**src/rtl/plom_pkg.sv**
```systemverilog
// Package for the price-level order book matcher.
// Book geometry, operation codes, priority encoders and the
// controller/datapath command and status structs. No dependencies.
`timescale 1ns / 1ps

package plom_pkg;

  // Book geometry: ticks split into a group index and a bit within the group
  localparam int TICK_BITS = 10;
  localparam int SUB_BITS  = 5;
  localparam int GRP_BITS  = TICK_BITS - SUB_BITS;
  localparam int SUB       = 1 << SUB_BITS;
  localparam int GROUPS    = 1 << GRP_BITS;
  localparam int LEVELS    = 1 << TICK_BITS;
  localparam int QTY_BITS  = 32;

  // Order types
  localparam logic [1:0] OP_LIMIT_SELL  = 2'd0;
  localparam logic [1:0] OP_LIMIT_BUY   = 2'd1;
  localparam logic [1:0] OP_MARKET_SELL = 2'd2;
  localparam logic [1:0] OP_MARKET_BUY  = 2'd3;

  // Controller to datapath
  typedef struct packed {
    logic load;      // take a new item
    logic take_rd;   // read best opposite level
    logic take_wr;   // consume that level
    logic rest_rd;   // read own level at the limit tick
    logic rest_wr;   // add the remainder to own level
    logic out_load;  // present the result
  } plom_cmd_t;

  // Datapath to controller
  typedef struct packed {
    logic stop_take;   // nothing more to match
    logic is_market;   // market order: no resting
    logic out_blocked; // result register still held
  } plom_stat_t;

  // Index of the highest set bit (0 when none)
  function automatic logic [SUB_BITS-1:0] prio_hi(input logic [SUB-1:0] v);
    logic [SUB_BITS-1:0] r;
    r = '0;
    for (int i = 0; i < SUB; i++) begin
      if (v[i]) r = SUB_BITS'(i);
    end
    return r;
  endfunction

  // Index of the lowest set bit (0 when none)
  function automatic logic [SUB_BITS-1:0] prio_lo(input logic [SUB-1:0] v);
    logic [SUB_BITS-1:0] r;
    r = '0;
    for (int i = SUB - 1; i >= 0; i--) begin
      if (v[i]) r = SUB_BITS'(i);
    end
    return r;
  endfunction

endpackage

```
**src/rtl/plom_ctrl.sv**
```systemverilog
// Controller state machine: sequences matching, resting and the result.
// Uses plom_pkg; drives plom_dpath through command and status structs.
`timescale 1ns / 1ps

module plom_ctrl (
  input  logic                 clk_i,
  input  logic                 rst_ni,
  input  logic                 in_valid_i,
  output logic                 in_stall_o,
  output plom_pkg::plom_cmd_t  cmd_o,
  input  plom_pkg::plom_stat_t stat_i
);
  import plom_pkg::*;

  localparam logic [2:0] S_IDLE    = 3'd0;
  localparam logic [2:0] S_FIND    = 3'd1;
  localparam logic [2:0] S_CHECK   = 3'd2;
  localparam logic [2:0] S_TAKE    = 3'd3;
  localparam logic [2:0] S_REST_RD = 3'd4;
  localparam logic [2:0] S_REST_WR = 3'd5;
  localparam logic [2:0] S_SETTLE  = 3'd6;
  localparam logic [2:0] S_OUT     = 3'd7;

  logic [2:0] state_q, state_d;
  logic       accept;

  assign in_stall_o = (state_q != S_IDLE);
  assign accept     = in_valid_i && !in_stall_o;

  // Next state and commands
  always_comb begin
    state_d = state_q;
    cmd_o   = '0;
    unique case (state_q)
      S_IDLE: begin
        if (accept) begin
          cmd_o.load = 1'b1;
          state_d    = S_FIND;
        end
      end
      // search pipeline settles after the last bitmap change
      S_FIND: state_d = S_CHECK;
      S_CHECK: begin
        if (stat_i.stop_take) begin
          state_d = stat_i.is_market ? S_SETTLE : S_REST_RD;
        end else begin
          cmd_o.take_rd = 1'b1;
          state_d       = S_TAKE;
        end
      end
      S_TAKE: begin
        cmd_o.take_wr = 1'b1;
        state_d       = S_FIND;
      end
      S_REST_RD: begin
        cmd_o.rest_rd = 1'b1;
        state_d       = S_REST_WR;
      end
      S_REST_WR: begin
        cmd_o.rest_wr = 1'b1;
        state_d       = S_SETTLE;
      end
      S_SETTLE: state_d = S_OUT;
      S_OUT: begin
        if (!stat_i.out_blocked) begin
          cmd_o.out_load = 1'b1;
          state_d        = S_IDLE;
        end
      end
      default: state_d = S_IDLE;
    endcase
  end

  always_ff @(posedge clk_i or negedge rst_ni) begin
    if (!rst_ni) state_q <= S_IDLE;
    else         state_q <= state_d;
  end

  // Checks
  a_accept_find: assert property (@(posedge clk_i) disable iff (!rst_ni)
    accept |=> (state_q == S_FIND))
    else $error("accepted item did not start a search");

  a_take_loop: assert property (@(posedge clk_i) disable iff (!rst_ni)
    (state_q == S_TAKE) |=> (state_q == S_FIND))
    else $error("level consume not followed by a new search");

  a_out_hold: assert property (@(posedge clk_i) disable iff (!rst_ni)
    (state_q == S_OUT && stat_i.out_blocked) |=> (state_q == S_OUT))
    else $error("result loaded over a held result");

  a_market_no_rest: assert property (@(posedge clk_i) disable iff (!rst_ni)
    (state_q == S_CHECK && stat_i.is_market) |=> (state_q != S_REST_RD))
    else $error("market order went to rest");

endmodule

```
**config.mk**
```make
export PLATFORM = sky130hd
export DESIGN_NAME = plom_ctrl
export DESIGN_NICKNAME = d
export VERILOG_FILES = /design/src/rtl/plom_pkg.sv /design/src/rtl/plom_ctrl.sv
export SDC_FILE = /design/constraint.sdc
export NUM_CORES = 1
export LEC_CHECK = 0
export BUFFER_PORTS_ARGS = -buffer_cell sky130_fd_sc_hd__buf_4
export CAP_MARGIN = 0
export CORE_AREA = 2 2 39 41
export DETAILED_ROUTE_END_ITERATION = 10
export DIE_AREA = 0 0 41 43
export PLACE_DENSITY_LB_ADDON = 0.1
export SYNTH_ARGS = -nofsm -noshare
export SYNTH_HDL_FRONTEND = slang
export SYNTH_SLANG_ARGS = --single-unit
```
**constraint.sdc**
```tcl
create_clock -name clk_i -period 1.6 [get_ports clk_i]
set_input_delay 0.32 -clock clk_i [delete_from_list [all_inputs] [get_ports clk_i]]
set_output_delay 0.32 -clock clk_i [all_outputs]
set_load 0.005 [all_outputs]
```
==> results <==
- The register with the highest flop count is state_q.
- The library cell used as clock root buffer is sky130_fd_sc_hd__clkbuf_4.
- In the final layout, the multi-input gates occupy 134 um2.
- In the synthesized netlist the dominant register cell turns out to be sky130_fd_sc_hd__dfrtp_1.
- The area growth from synthesis to layout is 70.5%.
- The proportion of layout cells with a drive suffix above 1 is 0.571.
- After filler insertion, the fill cell instance count of the layout stands at 154.
- The tool flagged a number of max-cap violations equal to 0.
- The area of the die is 0.00176 mm2.
- The peak supply drop is 0.608 mV.
- Clock tree synthesis inserted a total of 3 buffers.
- The final number of setup-violating endpoints is 0.
- Once detail routing completed, the nets flagged for antenna violations numbered 0.
- The largest registers in the layout are state_q: 3 flops.
- For this design, the slowest cell found on the critical path is sky130_fd_sc_hd__dfrtp_2.
- The mean area per synthesized cell is around 9.5 um2.
- The detailed router put a total of 212 um of wire on met1.
- At the end of the flow the core is filled with cells to 0.282.
- The largest total area in the synthesized netlist belongs to sky130_fd_sc_hd__dfrtp_1.
- The starting density of the core is 0.165.
- The relative slew slack is 0.810.
- The first-pass iteration count of the detailed router is 4.
- The count of inserted antenna diode cells is 0.
- Of the total synthesized cell area, the portion taken by XOR and XNOR cells is 0.
- The final count of pins violating max slew is 0.
- Routability-driven placement finished with a final weighted congestion of 0.652.
- The die boundary height is around 43 um.
- The final critical-path required period is 1.54 ns.
- The detailed-route via count is 243.
- Setup repair after global routing left no endpoint under its margin.
- The portion of the post-synthesis area used by sequential elements is 0.328.
- The number of global-route vias before repair was roughly 230.
- TritonCTS built the clock tree.
- Walking the worst path, the cells encountered are or3_4, nor2_2, buf_4.
- The number of antenna violations at the first check in global routing is 0.
- The maximum number of pins on one net before global-route repair is 12.
- The routed design has 567 um of wire.
- The half-perimeter wire length of the detailed placement result is 425 um.
- The amount of wire on met3 after detailed routing is ~60 um.
- The kind of critical path is flip-flop to output port.
- Sorting the synthesized cells by how often they occur yields 3 x sky130_fd_sc_hd__dfrtp_1, 3 x sky130_fd_sc_hd__nor2_1.
- Registers take 78.8 um2.
- The maximum fanout along the worst path is 6.
- The number of distinct library cell variants in the gate-level netlist after synthesis is 20.
- The final critical-path setup slack is ~0.060 ns.
- For the worst setup path, the data arrival time is 1.22 ns.
- The count of nets after finishing is 49.
- The number of I/O port buffers is 12.
- Between clock sinks in the finished design, the worst skew comes to 0.000247 ns.
- The post-synthesis instance area is 229 um2.
- Of the total synthesized cell area, the portion taken by AND, OR, NAND and NOR gates is 0.366.
- The element type at the critical path start is a flip-flop.
- The wire length on met2 is 295 um.
- In this run the power density over the cells is 1720 mW/mm2.
- Dividing the final minimum period by the clock period gives 0.962.
- The worst setup path is captured at an output port.
- The overall global routing resource usage is 0.0724.
- The number of instances in the synthesized netlist is 24.
- Once placement finished, the instance area stood at 323 um2.
- During I/O placement, the number of pins put on the boundary was 13.
- The worst path required time is 1.28 ns.
- After synthesis, the share of cell area in mux cells is 0.
- The finished cells cover 390 um2.
- For the pin with the worst max-slew slack, the measured transition is 0.280 ns.
- The number of design rule violations left after detail routing is 0.
- The later-pin clock latency in the skew report is 0.23 ns.
- The routed length per placed instance is 9.78 um.
- No sink is reached through more buffers than the 2 on the longest clock path.
- In this run the horizontal extent of the chip is 41 um.
- The delay of the slowest cell on the worst path is 0.43 ns.
- Counting every sink on the clock net gives 3.
- Static timing analysis puts the maximum clock frequency at 649 MHz.
- The area fraction in compound gates after synthesis was 0.219.
- By area, the combinational part of the netlist is dominated by simple AND/OR/NAND/NOR gates.
- The final sum of negative setup slack is 0 ns.
- Of the total synthesized cell area, the portion taken by full adders, half adders and majority gates is 0.
- After detailed routing, no signal wire sits above met3.
- Synthesis produced a netlist with a net count of 30.
- The first global-routing pass estimated 828 um of wire.
- The flow ran to the end, and the final reports show no timing, DRC or antenna violations.
- The hold slack is 0.407 ns.
- After synthesis the netlist holds a flip-flop and latch count of 3.
- The total leakage power is 0.183 nW.
- The register with the most flip-flops in the layout has 3 of them.
- The total area inside the core boundary comes to around 0.0014 mm2.
- In this run, the number of DRC markers left after iteration 0 of detailed routing was 2.
- The total grt overflow is 0.
- After clock tree synthesis, the clock-pin slew on the worst setup and hold paths is 0.04 ns.
- The count of final hold-check violations is 0.
- In the synthesized netlist the async set-or-reset flop fraction comes to 1.00.
- The floorplan has 14 rows.
- For this run, the number of Yosys warnings is 0.
- Prior to clock tree synthesis, the placed netlist has a worst setup slack of between 0.2 and 0.25 ns.
- CTS built an H-tree with a depth of 1.
- By area the synthesized netlist is led by sky130_fd_sc_hd__dfrtp_1 33%, sky130_fd_sc_hd__buf_6 4.9%, sky130_fd_sc_hd__nand4bb_1 4.9%, sky130_fd_sc_hd__nor2_1 4.9%, sky130_fd_sc_hd__o221a_2 4.9%.
- Counting flops with a built-in enable in the synthesized netlist gives 0.
- The mean number of vias per cell is 4.19.
- The portion of synthesized cell area occupied by the leading cell type is 0.328.
- The min-delay analysis places its worst path in the category input port to asynchronous set/reset pin.
==> final cells by class <==
type                            instances  area share
Timing Repair Buffer                   16       0.327
Clock buffer                            4      0.0673
Sequential cell                         3       0.202
Multi-Input combinational cell         18       0.343
Tap cell                               16      0.0513
Inverter                                1     0.00962
==> metrics by stage <==
| stage | cells | power [W] |
|---|---|---|
| floorplan | 24 | 0.000385 |
| global placement | 50 | 0.000479 |
| detailed placement | 50 | 0.000478 |
| CTS | 57 | 0.000661 |
| global route | 58 | 0.000741 |
| finish | 58 | 0.000673 |
==> worst paths after layout <==
kind | startpoint | endpoint | slack, ns | depth (start not counted)
setup / recovery | state_q[0]$_DFFE_PN0P_ | cmd_o[5] | 0.06 | 3
hold / removal | rst_ni | state_q[2]$_DFFE_PN0P_ | 0.41 | 2
setup reg to reg | state_q[0]$_DFFE_PN0P_ | state_q[1]$_DFFE_PN0P_ | 0.48 | 3
hold reg to reg | state_q[2]$_DFFE_PN0P_ | state_q[2]$_DFFE_PN0P_ | 0.61 | 1
max in group asynchronous | rst_ni | state_q[1]$_DFFE_PN0P_ | 1.09 | 2
min in group clk_i | stat_i[0] | state_q[0]$_DFFE_PN0P_ | 0.41 | 2
==> cell families after synthesis <==
group / Yosys count
buf+inv: 3
simple gates: 12
compound gates: 6
flops: 3
==> timing repair <==
| item | CTS | global route |
|---|---|---|
| setup endpoints to repair | 2 | 1 |
| resized for setup | 1 | 2 |
| setup buffers | 2 | 1 |
| hold endpoints to repair | 3 | 0 |
| hold buffers | 1 | 0 |
==> layout by cell type, fill, tap and decap left out, types with 3 or more instances in the layout <==
master / count
sky130_fd_sc_hd__buf_4: 14
sky130_fd_sc_hd__nor2_1: 3
sky130_fd_sc_hd__dfrtp_2: 3
sky130_fd_sc_hd__clkbuf_4: 3
==> metal layers <==
metal | track usage | vias to the layer above
met5 | 0 | -
met4 | 0.0600 | 0
met3 | 0.0209 | 0
met2 | 0.119 | 8
met1 | 0.0680 | 112
li1 | - | 123
==> worst max-delay path, delay by kind of cell (launching register included) <==
kind	cells	cell delay, ns
and+or+nand+nor	2	0.46
buffers and inverters	1	0.10
DFF	1	0.43
==> power breakdown <==
group | internal [W] | switching [W] | leakage, nW
Sequential | 0.000124 | 0.0000618 | 0.0310
Clock | 0.0000934 | 0.0000390 | 0.0150
Combinational | 0.000224 | 0.000130 | 0.137
No activity file was read; power rests on OpenSTA's default activity.
